===== config.mk =====
export PLATFORM = sky130hd
export DESIGN_NAME = word_length_filter_flat
export DESIGN_NICKNAME = d
export VERILOG_FILES = /design/src/wlf_pkg.sv /design/src/wlf_if.sv /design/src/wlf_word_ram.sv /design/src/word_length_filter.sv /design/src/flat_wrapper.sv
export SDC_FILE = /design/constraint.sdc
export NUM_CORES = 1
export LEC_CHECK = 0
export ABC_AREA = 1
export BUFFER_PORTS_ARGS = -buffer_cell sky130_fd_sc_hd__buf_2
export CORE_MARGIN = 4
export CORE_UTILIZATION = 40
export CTS_CLUSTER_DIAMETER = 50
export DETAILED_ROUTE_END_ITERATION = 8
export GPL_ROUTABILITY_DRIVEN = 0
export PLACE_DENSITY_LB_ADDON = 0.12
export SETUP_SLACK_MARGIN = 0.15
export SYNTH_ARGS = -nofsm -noshare
export SYNTH_HDL_FRONTEND = slang
export SYNTH_SLANG_ARGS = --single-unit

===== constraint.sdc =====
create_clock -name i_clk -period 4.2 [get_ports i_clk]
set_input_delay 0.84 -clock i_clk [delete_from_list [all_inputs] [get_ports i_clk]]
set_output_delay 0.84 -clock i_clk [all_outputs]
set_load 0.02 [all_outputs]

===== src/wlf_pkg.sv =====
// shared constants and types of the word length filter
package wlf_pkg;

    localparam int MAX_WORD  = 32;
    localparam int CHAR_W    = 8;
    localparam int LEN_W     = 6;
    localparam int IDX_W     = $clog2(MAX_WORD);
    localparam int CNT_W     = $clog2(MAX_WORD + 2);
    localparam int CFG_IDX_W = 1;

    localparam logic [CFG_IDX_W-1:0] REG_MIN_LENGTH = 1'b0;
    localparam logic [CFG_IDX_W-1:0] REG_MAX_LENGTH = 1'b1;

    localparam logic [CHAR_W-1:0] CHAR_SPACE = 8'h20;
    localparam logic [CHAR_W-1:0] CHAR_TAB   = 8'h09;
    localparam logic [CHAR_W-1:0] CHAR_NONE  = 8'h00;

    localparam logic [LEN_W-1:0] MIN_LENGTH_RESET = 6'd0;
    localparam logic [LEN_W-1:0] MAX_LENGTH_RESET = 6'd32;

    typedef struct packed {
        logic              wr_en;
        logic [IDX_W-1:0]  wr_addr;
        logic [CHAR_W-1:0] wr_data;
        logic              rd_en;
        logic [IDX_W-1:0]  rd_addr;
    } t_ram_req;

endpackage


===== src/wlf_if.sv =====
// channel interfaces of the word length filter
interface wlf_in_if;
    logic                       valid;
    logic                       ready;
    logic [wlf_pkg::CHAR_W-1:0] ch;
    logic                       end_of_string;

    modport source (output valid, output ch, output end_of_string, input ready);
    modport sink   (input valid, input ch, input end_of_string, output ready);
endinterface

interface wlf_out_if;
    logic                       valid;
    logic                       ready;
    logic [wlf_pkg::CHAR_W-1:0] out_ch;
    logic                       has_char;
    logic                       last;

    modport source (output valid, output out_ch, output has_char, output last, input ready);
    modport sink   (input valid, input out_ch, input has_char, input last, output ready);
endinterface

interface wlf_cfg_if;
    logic                          valid;
    logic                          ready;
    logic [wlf_pkg::CFG_IDX_W-1:0] index;
    logic [wlf_pkg::LEN_W-1:0]     data;

    modport source (output valid, output index, output data, input ready);
    modport sink   (input valid, input index, input data, output ready);
endinterface


===== src/wlf_word_ram.sv =====
// word buffer memory with one write port and one registered read port
module wlf_word_ram (
    input  logic                       i_clk,
    input  wlf_pkg::t_ram_req          i_req,
    output logic [wlf_pkg::CHAR_W-1:0] o_rd_data
);

    logic [wlf_pkg::CHAR_W-1:0] r_mem [wlf_pkg::MAX_WORD];
    logic [wlf_pkg::CHAR_W-1:0] r_rd_data;

    always_ff @(posedge i_clk) begin
        if (i_req.wr_en) begin
            r_mem[i_req.wr_addr] <= i_req.wr_data;
        end
        if (i_req.rd_en) begin
            r_rd_data <= r_mem[i_req.rd_addr];
        end
    end

    assign o_rd_data = r_rd_data;

endmodule


===== src/word_length_filter.sv =====
// top level of the word length filter
// Takes one character per transfer; space and tab end a word. A delimiter that closes a
// kept word starts its output: a separating space before every kept word but the first,
// then each character is read from the word buffer's registered read port and then loaded
// into the output register; end of string adds the end marker.
// The input is not ready while a word is being sent, and every output step also waits on the
// output register when the sink stalls. Configuration is always ready.
module word_length_filter (
    input  logic              i_clk,
    input  logic              i_rst_n,
    wlf_in_if.sink            i_in,
    wlf_out_if.source         o_out,
    wlf_cfg_if.sink           i_cfg
);

    typedef enum logic [4:0] {
        S_IDLE  = 5'b00001,
        S_SPACE = 5'b00010,
        S_READ  = 5'b00100,
        S_EMIT  = 5'b01000,
        S_END   = 5'b10000
    } t_state;

    t_state                         r_state, n_state;
    logic [wlf_pkg::CNT_W-1:0]      r_count, n_count;
    logic [wlf_pkg::IDX_W-1:0]      r_idx, n_idx;
    logic                           r_any_emitted, n_any_emitted;
    logic                           r_eos_pend, n_eos_pend;
    logic [wlf_pkg::LEN_W-1:0]      r_min_length, r_max_length;

    logic                           r_out_valid, n_out_valid;
    logic [wlf_pkg::CHAR_W-1:0]     r_out_ch, n_out_ch;
    logic                           r_out_has, n_out_has;
    logic                           r_out_last, n_out_last;

    wlf_pkg::t_ram_req              ram_req;
    logic [wlf_pkg::CHAR_W-1:0]     rd_data;

    logic in_xfer, out_free, is_delim, kept, last_char;

    wlf_word_ram u_ram (
        .i_clk     (i_clk),
        .i_req     (ram_req),
        .o_rd_data (rd_data)
    );

    assign i_in.ready  = (r_state == S_IDLE);
    assign i_cfg.ready = 1'b1;
    assign in_xfer     = i_in.valid && i_in.ready;
    assign out_free    = !r_out_valid || o_out.ready;
    assign is_delim    = (i_in.ch == wlf_pkg::CHAR_SPACE) || (i_in.ch == wlf_pkg::CHAR_TAB);

    // length judge on the current word
    assign kept = (r_count != '0)
               && (r_count <= wlf_pkg::CNT_W'(wlf_pkg::MAX_WORD))
               && (r_count >= wlf_pkg::CNT_W'(r_min_length))
               && (r_count <= wlf_pkg::CNT_W'(r_max_length));

    assign last_char = (wlf_pkg::CNT_W'(r_idx) + wlf_pkg::CNT_W'(1)) == r_count;

    assign o_out.valid    = r_out_valid;
    assign o_out.out_ch   = r_out_ch;
    assign o_out.has_char = r_out_has;
    assign o_out.last     = r_out_last;

    always_comb begin
        n_state       = r_state;
        n_count       = r_count;
        n_idx         = r_idx;
        n_any_emitted = r_any_emitted;
        n_eos_pend    = r_eos_pend;
        n_out_valid   = r_out_valid && !o_out.ready;
        n_out_ch      = r_out_ch;
        n_out_has     = r_out_has;
        n_out_last    = r_out_last;
        ram_req.wr_en   = 1'b0;
        ram_req.wr_addr = r_count[wlf_pkg::IDX_W-1:0];
        ram_req.wr_data = i_in.ch;
        ram_req.rd_en   = 1'b0;
        ram_req.rd_addr = r_idx;

        case (r_state)
            S_IDLE: begin
                if (in_xfer) begin
                    if (i_in.end_of_string || is_delim) begin
                        n_eos_pend = i_in.end_of_string;
                        n_idx      = '0;
                        if (kept) begin
                            n_state = r_any_emitted ? S_SPACE : S_READ;
                        end else begin
                            n_count = '0;
                            n_state = i_in.end_of_string ? S_END : S_IDLE;
                        end
                    end else begin
                        if (r_count < wlf_pkg::CNT_W'(wlf_pkg::MAX_WORD)) begin
                            ram_req.wr_en = 1'b1;
                        end
                        if (r_count <= wlf_pkg::CNT_W'(wlf_pkg::MAX_WORD)) begin
                            n_count = r_count + wlf_pkg::CNT_W'(1);
                        end
                    end
                end
            end
            S_SPACE: begin
                if (out_free) begin
                    n_out_valid = 1'b1;
                    n_out_ch    = wlf_pkg::CHAR_SPACE;
                    n_out_has   = 1'b1;
                    n_out_last  = 1'b0;
                    n_state     = S_READ;
                end
            end
            S_READ: begin
                ram_req.rd_en = 1'b1;
                n_state       = S_EMIT;
            end
            S_EMIT: begin
                if (out_free) begin
                    n_out_valid = 1'b1;
                    n_out_ch    = rd_data;
                    n_out_has   = 1'b1;
                    n_out_last  = 1'b0;
                    n_idx       = r_idx + wlf_pkg::IDX_W'(1);
                    if (last_char) begin
                        n_any_emitted = 1'b1;
                        n_count       = '0;
                        n_state       = r_eos_pend ? S_END : S_IDLE;
                    end else begin
                        n_state = S_READ;
                    end
                end
            end
            S_END: begin
                if (out_free) begin
                    n_out_valid   = 1'b1;
                    n_out_ch      = wlf_pkg::CHAR_NONE;
                    n_out_has     = 1'b0;
                    n_out_last    = 1'b1;
                    n_count       = '0;
                    n_any_emitted = 1'b0;
                    n_eos_pend    = 1'b0;
                    n_state       = S_IDLE;
                end
            end
            default: begin
                n_state = S_IDLE;
            end
        endcase
    end

    always_ff @(posedge i_clk) begin
        if (!i_rst_n) begin
            r_state       <= S_IDLE;
            r_count       <= '0;
            r_idx         <= '0;
            r_any_emitted <= 1'b0;
            r_eos_pend    <= 1'b0;
            r_out_valid   <= 1'b0;
            r_min_length  <= wlf_pkg::MIN_LENGTH_RESET;
            r_max_length  <= wlf_pkg::MAX_LENGTH_RESET;
        end else begin
            r_state       <= n_state;
            r_count       <= n_count;
            r_idx         <= n_idx;
            r_any_emitted <= n_any_emitted;
            r_eos_pend    <= n_eos_pend;
            r_out_valid   <= n_out_valid;
            if (i_cfg.valid && i_cfg.ready) begin
                case (i_cfg.index)
                    wlf_pkg::REG_MIN_LENGTH: r_min_length <= i_cfg.data;
                    wlf_pkg::REG_MAX_LENGTH: r_max_length <= i_cfg.data;
                    default: begin
                    end
                endcase
            end
        end
    end

    // output payload
    always_ff @(posedge i_clk) begin
        r_out_ch   <= n_out_ch;
        r_out_has  <= n_out_has;
        r_out_last <= n_out_last;
    end

`ifndef SYNTHESIS
    a_count_bound: assert property (@(posedge i_clk) disable iff (!i_rst_n)
        r_count <= wlf_pkg::CNT_W'(wlf_pkg::MAX_WORD + 1))
        else $error("word count beyond saturation");

    a_emit_in_word: assert property (@(posedge i_clk) disable iff (!i_rst_n)
        (r_state == S_EMIT) |-> (wlf_pkg::CNT_W'(r_idx) < r_count))
        else $error("buffer read past end of word");

    a_eos_leaves_idle: assert property (@(posedge i_clk) disable iff (!i_rst_n)
        (in_xfer && i_in.end_of_string) |=> (r_state != S_IDLE))
        else $error("end of string without end marker");

    a_marker_clean: assert property (@(posedge i_clk) disable iff (!i_rst_n)
        (r_state == S_END && out_free) |=> (r_out_valid && r_out_last && !r_any_emitted))
        else $error("end marker not loaded");
`endif

endmodule

===== src/flat_wrapper.sv =====
// flat-port wrapper written by rule: the top's interface ports become plain ports
module word_length_filter_flat 
  (i_clk, i_rst_n, i_in_valid, i_in_ch, i_in_end_of_string, i_in_ready, o_out_valid, o_out_out_ch, o_out_has_char, o_out_last, o_out_ready, i_cfg_valid, i_cfg_index, i_cfg_data, i_cfg_ready);
  wlf_in_if i_in_i ();
  wlf_out_if o_out_i ();
  wlf_cfg_if i_cfg_i ();
  input  logic i_clk;
  input  logic i_rst_n;
  input wire logic [$bits(i_in_i.valid)-1:0] i_in_valid;
  input wire logic [$bits(i_in_i.ch)-1:0] i_in_ch;
  input wire logic [$bits(i_in_i.end_of_string)-1:0] i_in_end_of_string;
  output wire logic [$bits(i_in_i.ready)-1:0] i_in_ready;
  output wire logic [$bits(o_out_i.valid)-1:0] o_out_valid;
  output wire logic [$bits(o_out_i.out_ch)-1:0] o_out_out_ch;
  output wire logic [$bits(o_out_i.has_char)-1:0] o_out_has_char;
  output wire logic [$bits(o_out_i.last)-1:0] o_out_last;
  input wire logic [$bits(o_out_i.ready)-1:0] o_out_ready;
  input wire logic [$bits(i_cfg_i.valid)-1:0] i_cfg_valid;
  input wire logic [$bits(i_cfg_i.index)-1:0] i_cfg_index;
  input wire logic [$bits(i_cfg_i.data)-1:0] i_cfg_data;
  output wire logic [$bits(i_cfg_i.ready)-1:0] i_cfg_ready;
  assign i_in_i.valid = i_in_valid;
  assign i_in_i.ch = i_in_ch;
  assign i_in_i.end_of_string = i_in_end_of_string;
  assign i_in_ready = i_in_i.ready;
  assign o_out_valid = o_out_i.valid;
  assign o_out_out_ch = o_out_i.out_ch;
  assign o_out_has_char = o_out_i.has_char;
  assign o_out_last = o_out_i.last;
  assign o_out_i.ready = o_out_ready;
  assign i_cfg_i.valid = i_cfg_valid;
  assign i_cfg_i.index = i_cfg_index;
  assign i_cfg_i.data = i_cfg_data;
  assign i_cfg_ready = i_cfg_i.ready;
  word_length_filter u_core (.i_clk(i_clk), .i_rst_n(i_rst_n), .i_in(i_in_i), .o_out(o_out_i), .i_cfg(i_cfg_i));
endmodule

==> key figures, run 1 <==
Run status
  • Outcome: finished, final reports clean

Setup path
  • CP endpoint kind: register
  • Slowest CP cell: inv_2
  • Critical path cell sequence: inv_2 -> o21ai_0 -> o22ai_1 -> nor2_1 -> nor2_1 -> o21ai_0 -> a21oi_1
  • Setup CP Type: reg -> reg
  • Worst r2r src: u_core.r_idx[1]
  • Worst EP required: 4530 ps
  • CP delay by family, top: compound AO/OA/AOI/OAI gates
  • Critical path peak fanout: 64
  • Critical Path Source: u_core.r_idx[1]
  • CP arrival: 3140 ps
  • R2R cell count: 7
  • Crit path buffers/inverters: 1
  • Reg2Reg Setup Slack: 1400 ps
  • CP max stage delay: 810 ps
  • Worst R2R End: u_core.u_ram.o_rd_data[0]
  • Crit start category: register

Clock network
  • Clk root buf: clkbuf_16
  • Total setup buffers inserted after CTS: 0
  • Resized Gates After CTS: 0
  • TritonCTS buffer count: 37
  • Clock Latency Late Sink: 530 ps
  • Clk buf depth: 3
  • Sink Count: 305
  • CTS tree: done
  • Worst-path clk slew: 60 ps
  • # H-tree levels: 2
  • Cts hold-fix bufs: 0

Global routing
  • Vias in the first global route: 8689
  • GR Overflow Total: 0
  • Initial antenna violation count: 0
  • Largest net degree at the start of global routing: 137
  • First-pass GRT wire length: 54000 µm
  • Gr usage total: 20.0%

Routing
  • Antenna-violating nets left: 0
  • Via Count: 8846
  • Routed WL per cell: 21.8 µm
  • Initial drt markers: 867
  • Vias per inst: 5.43
  • DRC: 0
  • DRT Wirelength: 35500 µm
  • 1st-pass router iterations: 5

Synth
  • Syn nets: 1165
  • Seq cells post-synth: 305
  • Top post-synthesis cells by area: edfxtp_1 64%, nor2_1 6.7%, o21ai_0 5.8%
  • Synth top area share: 63.6%
  • Yosys warning count: 0
  • Yosys cell types: 38
  • Post-synthesis sequential area ratio: 68.4%
  • Synthesized cell area: 12900 µm²
  • Mapped Avg Cell Area: 11.5 µm²
  • Cell taking the most area after synthesis: edfxtp_1
  • Cells after Synth: 1127

Timing
  • Tightest Pin Transition: 1040 ps
  • RSZ-0062 raised after global routing: no
  • Fmax: 357 MHz
  • Endpoints failing hold: 0
  • Slew Limit Fails: 0
  • Final Critical Period: 2800 ps
  • Final setup fails: 0
  • Setup Skew: 16.5 ps
  • Max-slew headroom: 30.5%
  • Fraction of the cycle the final worst path needs: 66.8%
  • Hold Slack: 459 ps
  • Setup TNS: 0 ps

Floorplanning
  • IO Pins: 34
  • Row cnt: 65
  • Core area: 31700 µm²
  • Die area: 35300 µm²
  • Die H: 188 µm
  • Effective utilization at floorplan: 40.8%
  • Die span in x: 188 µm

Layout
  • Nets: 1236
  • Area grow syn2layout: 15.7%
  • Most frequent cells in the layout: 274 x edfxtp_1, 230 x nor2_1, 150 x o21ai_0, 99 x nand2_1, 70 x inv_1
  • Fillers: 2931
  • Diode count: 0
  • Share of cells above drive strength 1: 14.6%
  • Commonest non-fill, non-tap cell in the layout: edfxtp_1

Placed design
  • Port Buffers: 32
  • DP HPWL: 22500 µm

Run
  • Max-Cap Viols: 0

Min path
  • Hold path start: u_core.r_min_length[2]
  • Hold path cells: 2
  • Hold Path Sink: u_core.r_min_length[2]
  • Worst hold path class: reg -> reg

Pwr
  • Leak pwr: 5.37 nW
  • Power density over cell area: 523 nW/µm²
  • VDD IR max: 0.000351 V
[cell families after synthesis]
| logic type | synth area share, % |
|---|---|
| flip-flops | 68.4 |
| AND/OR/NAND/NOR | 12.7 |
| AO/OA/AOI/OAI | 12.2 |
| adder cells (fa/ha/maj) | 1.65 |
| buffers and inverters | 4.67 |
| XOR/XNOR | 0.271 |
| other | 0.0290 |
[final cells by class]
type	instances	area, µm²	share of cell area [%]
inverter	75	283	1.89
clock buffer	41	951	6.36
sequential	305	8850	59.2
clock inverter	27	244	1.63
timing repair buffer	94	651	4.35
multi-input combinational	685	3480	23.2
tap	402	503	3.36
[layer usage]
| metal | GRT usage, % | share of wire (%) | vias up |
|---|---|---|---|
| met1 | 28.0 | 45 | 4316 |
| met3 | 2.83 | 5.2 | 59 |
| met2 | 33.0 | 48 | 291 |
| met5 | 0 | 0 | - |
| li1 | - | - | 4180 |
| met4 | 5.31 | 2.3 | 0 |
[state kept, by name (all words and copies together), names as in the netlist]
register / flops
u_core.u_ram.r_mem: 256
u_core.r_max_length: 6
u_core.r_state: 5
u_core.o_out.has_char: 1
u_core.r_any_emitted: 1
u_core.r_eos_pend: 1
u_core.o_out.out_ch: 8
u_core.u_ram.o_rd_data: 8
u_core.r_min_length: 6
u_core.r_count: 6
u_core.o_out.last: 1
u_core.r_idx: 5
u_core.o_out.valid: 1
[tightest hold or removal path, stage by stage (launching register included)]
cell and delay [ps]:
dfxtp_1 300, inv_1 60, a21oi_1 60
[report_power, final]
group | internal [mW] | switching, mW
Clock | 1.79 | 1.29
Sequential | 3.43 | 0.132
Combinational | 0.375 | 0.808
Total | 5.60 | 2.23
[how the worst max path moves through the flow]
stage	end	cells after the start	slack, ps
after floorplan	u_core.u_ram.r_mem[0][0]	8	1810
after global placement	u_core.u_ram.r_mem[3][6]	11	1020
after CTS	u_core.u_ram.o_rd_data[6]	9	1440
final	u_core.u_ram.o_rd_data[0]	7	1400
after global routing	u_core.u_ram.o_rd_data[0]	7	1170
after detailed placement	u_core.u_ram.r_mem[19][7]	11	1000
[synthesized netlist by cell type (all sizes together)]
cell    number
o211ai       2
a21oi       31
ha          17
conb         1
a31oi        8
nand3       45
clkbuf      31
xnor2        2
o31ai        1
nor4         1
a21o         1
o21bai       1
dfxtp       31
nand2      101
o22ai       20
a211oi       2
nand4        6
edfxtp     274
o21a         3
o221ai      44
nor2       237
inv         75
xor2         2
nor3         4
buf         31
o21ai      156
[through the flow]
stage / cells / utilization (%) / cell area [µm²] / power (mW) / setup slack, ps
after global placement: 1561 / 43.4 / 13800 / 4.81 / 1020
after CTS: 1629 / 47.2 / 15000 / 7.90 / 1440
after global routing: 1629 / 47.2 / 15000 / 8.21 / 1170
final: 1629 / 47.2 / 15000 / 7.83 / 1400
after detailed placement: 1561 / 43.4 / 13800 / 4.82 / 1000
after floorplan: 1127 / - / 12900 / 4.40 / 1810
(Power assumes the default switching activity.)
==> run 2: changes to the inputs <==
Clock period 4.2 ns to 2.55 ns, I/O delays scaled along.
==> key figures, run 2 (synthesized netlist as in run 1, its figures left out) <==
Pwr
  • Pwr Total: 12.8 mW (+63%)
  • Leak pwr: 5.40 nW (+0.59%)
  • VDD IR max: 0.000489 V (+39%)
  • Power density over cell area: 849 nW/µm² (+62%)

Timing
  • Fmax: 465 MHz (+30%)
  • Setup Skew: 11.2 ps (-5.29 ps)
  • Final setup fails: 0 (unchanged)
  • Hold Slack: 237 ps (-222 ps)
  • Slew Limit Fails: 0 (unchanged)
  • Max-slew headroom: 60.9% (+30 points)
  • Tightest Pin Transition: 585 ps (-457 ps)
  • Fraction of the cycle the final worst path needs: 84.4% (+18 points)
  • Endpoints failing hold: 0 (unchanged)
  • RSZ-0062 raised after global routing: no
  • Setup TNS: 0 ps (unchanged)
  • Final Critical Period: 2150 ps (-652 ps)

Placed design
  • Placed insts: 1574 (+0.83%)
  • Port Buffers: 32 (unchanged)
  • DP HPWL: 23300 µm (+3.8%)

Clock network
  • Clk root buf: clkbuf_16
  • Clk buf depth: 3 (unchanged)
  • Worst-path clk slew: 50 ps (about the same)
  • # H-tree levels: 2 (unchanged)
  • Cts hold-fix bufs: 0 (unchanged)
  • Sink Count: 305 (unchanged)
  • TritonCTS buffer count: 37 (unchanged)
  • Clock Latency Late Sink: 510 ps (-20 ps)
  • CTS tree: done

Setup path
  • CP endpoint kind: register
  • Crit start category: register
  • Worst EP required: 2850 ps (-1680 ps)
  • Critical path peak fanout: 35 (-45%)
  • CP arrival: 2450 ps (-690 ps)
  • Setup CP Type: reg -> reg

Routing
  • Via Count: 8996 (+1.7%)
  • Routed WL per cell: 22.0 µm (+0.95%)
  • DRT Wirelength: 36100 µm (+1.8%)
  • DRC: 0 (unchanged)
  • Antenna-violating nets left: 0 (unchanged)
  • 1st-pass router iterations: 7 (+2)
  • Vias per inst: 5.48 (+0.89%)
  • Initial drt markers: 842 (-2.9%)

Layout
  • Commonest non-fill, non-tap cell in the layout: edfxtp_1
  • Fillers: 2923 (-0.27%)
  • Max FFs per register: 256 (unchanged)
  • Diode count: 0 (unchanged)
  • Area grow syn2layout: 16.4%
  • Layout Cells excl Fill: 1642 (+0.80%)
  • Nets: 1249 (+1.1%)
  • Biggest register: u_core.u_ram.r_mem
  • Share of cells above drive strength 1: 15.0% (+0.41 points)
  • Most frequent cells in the layout: 274 x edfxtp_1, 230 x nor2_1, 150 x o21ai_0, 99 x nand2_1

Global routing
  • Initial antenna violation count: 1 (+1)
  • Vias in the first global route: 8727 (+0.44%)
  • GR Overflow Total: 0 (unchanged)
  • Largest net degree at the start of global routing: 83 (-39%)
  • First-pass GRT wire length: 53900 µm (-0.15%)
  • Gr usage total: 20.1% (+0.082 points)

Floorplanning
  • IO Pins: 34 (unchanged)
  • Effective utilization at floorplan: 40.8% (unchanged)
  • Die H: 188 µm (unchanged)
  • Die span in x: 188 µm (unchanged)
  • Core area: 31700 µm² (unchanged)
  • Row cnt: 65 (unchanged)
  • Die area: 35300 µm² (unchanged)

Min path
  • Worst hold path class: in -> reg

Run
  • Max-Cap Viols: 0 (unchanged)

Run status
  • Outcome: finished, final reports clean
run 2: final timing paths:
| path | to | slack (ps) | from | depth (start not counted) |
|---|---|---|---|---|
| worst max-delay path | u_core.u_ram.o_rd_data[3] | 400 | u_core.r_idx[1] | 6 |
| worst min-delay path | u_core.r_min_length[0] | 240 | i_cfg_data[0] | 3 |
| worst max register to register | u_core.u_ram.o_rd_data[3] | 400 | u_core.r_idx[1] | 6 |
| worst min register to register | u_core.r_state[1] | 470 | u_core.r_any_emitted | 2 |
run 2: final cells by class:
cell class / instances / area (µm²) / share of cell area, %
repair buffers: 107 / 786 / 5.22
clock buffers: 44 / 995 / 6.61
clock inverters: 24 / 146 / 0.973
multi-input cells: 685 / 3480 / 23.1
flip-flops and latches: 305 / 8850 / 58.8
well taps: 402 / 503 / 3.34
inverters: 75 / 285 / 1.90
run 2: power by group:
group / leakage, nW / internal (mW) / total (mW) / switching (mW)
sequential: 2.72 / 5.65 / 5.83 / 0.178
combinational: 2.13 / 0.665 / 2.07 / 1.41
clock: 0.553 / 2.82 / 4.87 / 2.06
run 2: repair_timing:
item,CTS,global route
gates resized for setup,0,2
endpoints found under the setup margin,0,4
buffers inserted,0,0
run 2: through the flow:
step / instance area (µm²) / utilization, % / worst slack, ps
2_1_floorplan: 12900 / - / 492
3_3_place_gp: 13900 / 43.8 / 108
3_5_place_dp: 13900 / 43.8 / 62.2
4_1_cts: 15000 / 47.4 / 173
5_1_grt: 15000 / 47.4 / 226
6_report: 15000 / 47.4 / 398
run 2: layer usage:
metal | GRT usage [%] | routed length [µm]
met1 | 28.3 | 16100
met2 | 32.5 | 17100
met3 | 2.70 | 1940
met4 | 6.32 | 1020
met5 | 0 | 7
run 2: worst max-delay path, cell delays in order (launching register included):
cell     delay, ps
dfxtp_2        340
inv_4          300
buf_4          270
o21ai_0        120
o22ai_1        310
o21ai_0        230
a21oi_1        370
==> run 3: changes to the inputs <==
Clock period 2.55 ns to 2.25 ns, I/O delays scaled along.
==> key figures, run 3 (synthesized netlist as in run 1, its figures left out) <==
Run status
  • Outcome: finished, final reports clean

Floorplanning
  • Core area: 31700 µm² (unchanged)
  • Die area: 35300 µm² (unchanged)
  • Die span in x: 188 µm (unchanged)
  • Row cnt: 65 (unchanged)
  • Effective utilization at floorplan: 40.8% (unchanged)
  • IO Pins: 34 (unchanged)
  • Die H: 188 µm (unchanged)

Timing
  • Final Critical Period: 2030 ps (-127 ps)
  • Endpoints failing hold: 0 (unchanged)
  • RSZ-0062 raised after global routing: no
  • Setup TNS: 0 ps (unchanged)
  • Final setup fails: 0 (unchanged)
  • Max-slew headroom: 65.9% (+4.9 points)
  • Slew Limit Fails: 0 (unchanged)
  • Setup Skew: 18.2 ps (+6.95 ps)
  • Setup slack after layout: 225 ps (-173 ps)
  • Tightest Pin Transition: 512 ps (-73.4 ps)
  • Fraction of the cycle the final worst path needs: 90.0% (+5.6 points)
  • Fmax: 494 MHz (+6.3%)

Clock network
  • CTS tree: done
  • Cts hold-fix bufs: 0 (unchanged)
  • Worst-path clk slew: 60 ps (about the same)
  • # H-tree levels: 2 (unchanged)
  • Clock Latency Late Sink: 520 ps (about the same)
  • Sink Count: 305 (unchanged)
  • Total setup buffers inserted after CTS: 0 (unchanged)
  • TritonCTS buffer count: 38 (+2.7%)
  • Clk buf depth: 3 (unchanged)
  • Clk root buf: clkbuf_16

Layout
  • Diode count: 0 (unchanged)
  • Fillers: 2878 (-1.5%)
  • Post-Layout Inst Area: 15400 µm² (+2.1%)
  • Max FFs per register: 256 (unchanged)
  • Nets: 1264 (+1.2%)
  • Most frequent cells in the layout: 274 x edfxtp_1, 230 x nor2_1, 142 x o21ai_0, 99 x nand2_1, 76 x buf_4
  • Biggest register: u_core.u_ram.r_mem
  • Area grow syn2layout: 18.9%
  • Commonest non-fill, non-tap cell in the layout: edfxtp_1
  • Share of cells above drive strength 1: 16.6% (+1.6 points)

Routing
  • 1st-pass router iterations: 5 (-2)
  • Routed WL per cell: 21.6 µm (-2.0%)
  • Antenna-violating nets left: 0 (unchanged)
  • Vias per inst: 5.35 (-2.4%)
  • Via Count: 8863 (-1.5%)
  • Initial drt markers: 945 (+12%)
  • DRT Wirelength: 35700 µm (-1.1%)
  • DRC: 0 (unchanged)

Setup path
  • Crit path buffers/inverters: 2 (unchanged)
  • Slowest CP cell: dfxtp_4
  • CP delay by family, top: compound AO/OA/AOI/OAI gates
  • CP arrival: 2330 ps (-120 ps)
  • Setup CP Type: reg -> reg
  • CP endpoint kind: register
  • CP max stage delay: 410 ps (+40 ps)
  • Critical path peak fanout: 37 (+5.7%)
  • Crit start category: register
  • Critical path cell sequence: inv_4 -> buf_12 -> nor2_1 -> nor2_1 -> a21oi_2 -> a21oi_1 -> o21ai_0 -> nand2_1 -> nor2_1 -> a21oi_1
  • Worst EP required: 2550 ps (-300 ps)
  • CP dominant cell by count: nor2_1

Global routing
  • GR Overflow Total: 0 (unchanged)
  • First-pass GRT wire length: 53800 µm (-0.24%)
  • Largest net degree at the start of global routing: 81 (-2.4%)
  • Initial antenna violation count: 1 (unchanged)
  • Gr usage total: 20.0% (-0.034 points)
  • Vias in the first global route: 8728 (+0.011%)

Placed design
  • Dpl ws: -172 ps (-234 ps)
  • DP HPWL: 23400 µm (+0.44%)
  • Port Buffers: 32 (unchanged)
  • DP Area: 14100 µm² (+1.2%)

Pwr
  • Leak pwr: 5.57 nW (+3.2%)
  • Power density over cell area: 970 nW/µm² (+14%)
  • VDD IR max: 0.000554 V (+13%)

Min path
  • Worst hold path class: in -> reg

Run
  • Max-Cap Viols: 0 (unchanged)
==> run 3: cell type report <==
cell class | count | area, µm² | area share, %
sequential | 305 | 8850 | 57.6
multi-input combinational | 685 | 3500 | 22.8
clock buffer | 44 | 1010 | 6.60
timing repair buffer | 121 | 990 | 6.44
tap | 402 | 503 | 3.27
inverter | 75 | 284 | 1.85
clock inverter | 25 | 221 | 1.44
==> run 3: worst min-delay path, cell delays in order <==
cell	delay (ps)
buf_2	90
nand2_1	50
o211ai_1	60
==> run 3: per-layer routing <==
metal | wire, µm | share of wire, % | vias to the layer above | global-route usage [%]
met5 | 0 | 0 | - | 0
met4 | 884 | 2.5 | 0 | 5.82
met3 | 1880 | 5.3 | 60 | 2.72
met2 | 16600 | 46 | 288 | 31.5
met1 | 16400 | 46 | 4274 | 29.3
li1 | - | - | 4241 | -
==> run 3: power breakdown <==
group	switching, mW	total, mW	internal (mW)
sequential	0.115	6.52	6.40
clock	2.31	5.91	3.60
combinational	1.67	2.48	0.813
==> run 3: timing repair <==
item | in CTS | in global routing
endpoints found under the setup margin | 2 | 272
resized for setup | 2 | 17
gates cloned | 0 | 1
pin swaps | 0 | 1
endpoints found under the hold margin | 0 | 0
==> run 3: worst paths after layout <==
path | from | endpoint | slack [ps] | cells past startpoint
max | u_core.r_idx[0] | u_core.u_ram.o_rd_data[0] | 220 | 10
min | i_cfg_data[5] | u_core.r_max_length[5] | 170 | 3
min reg2reg | u_core.r_max_length[2] | u_core.r_max_length[2] | 460 | 2
max reg2reg | u_core.r_idx[0] | u_core.u_ram.o_rd_data[0] | 220 | 10
==> run 3: per-stage QoR <==
| step | hold WS, ps | util, % | power (mW) | cells |
|---|---|---|---|---|
| final | 169 | 48.4 | 14.9 | 1657 |
| after floorplan | 435 | - | 8.21 | 1127 |
| after global routing | 194 | 48.4 | 15.6 | 1657 |
| after detailed placement | 456 | 44.3 | 9.12 | 1587 |
| after global placement | 452 | 44.3 | 9.11 | 1587 |
| after CTS | 150 | 48.2 | 15.0 | 1656 |
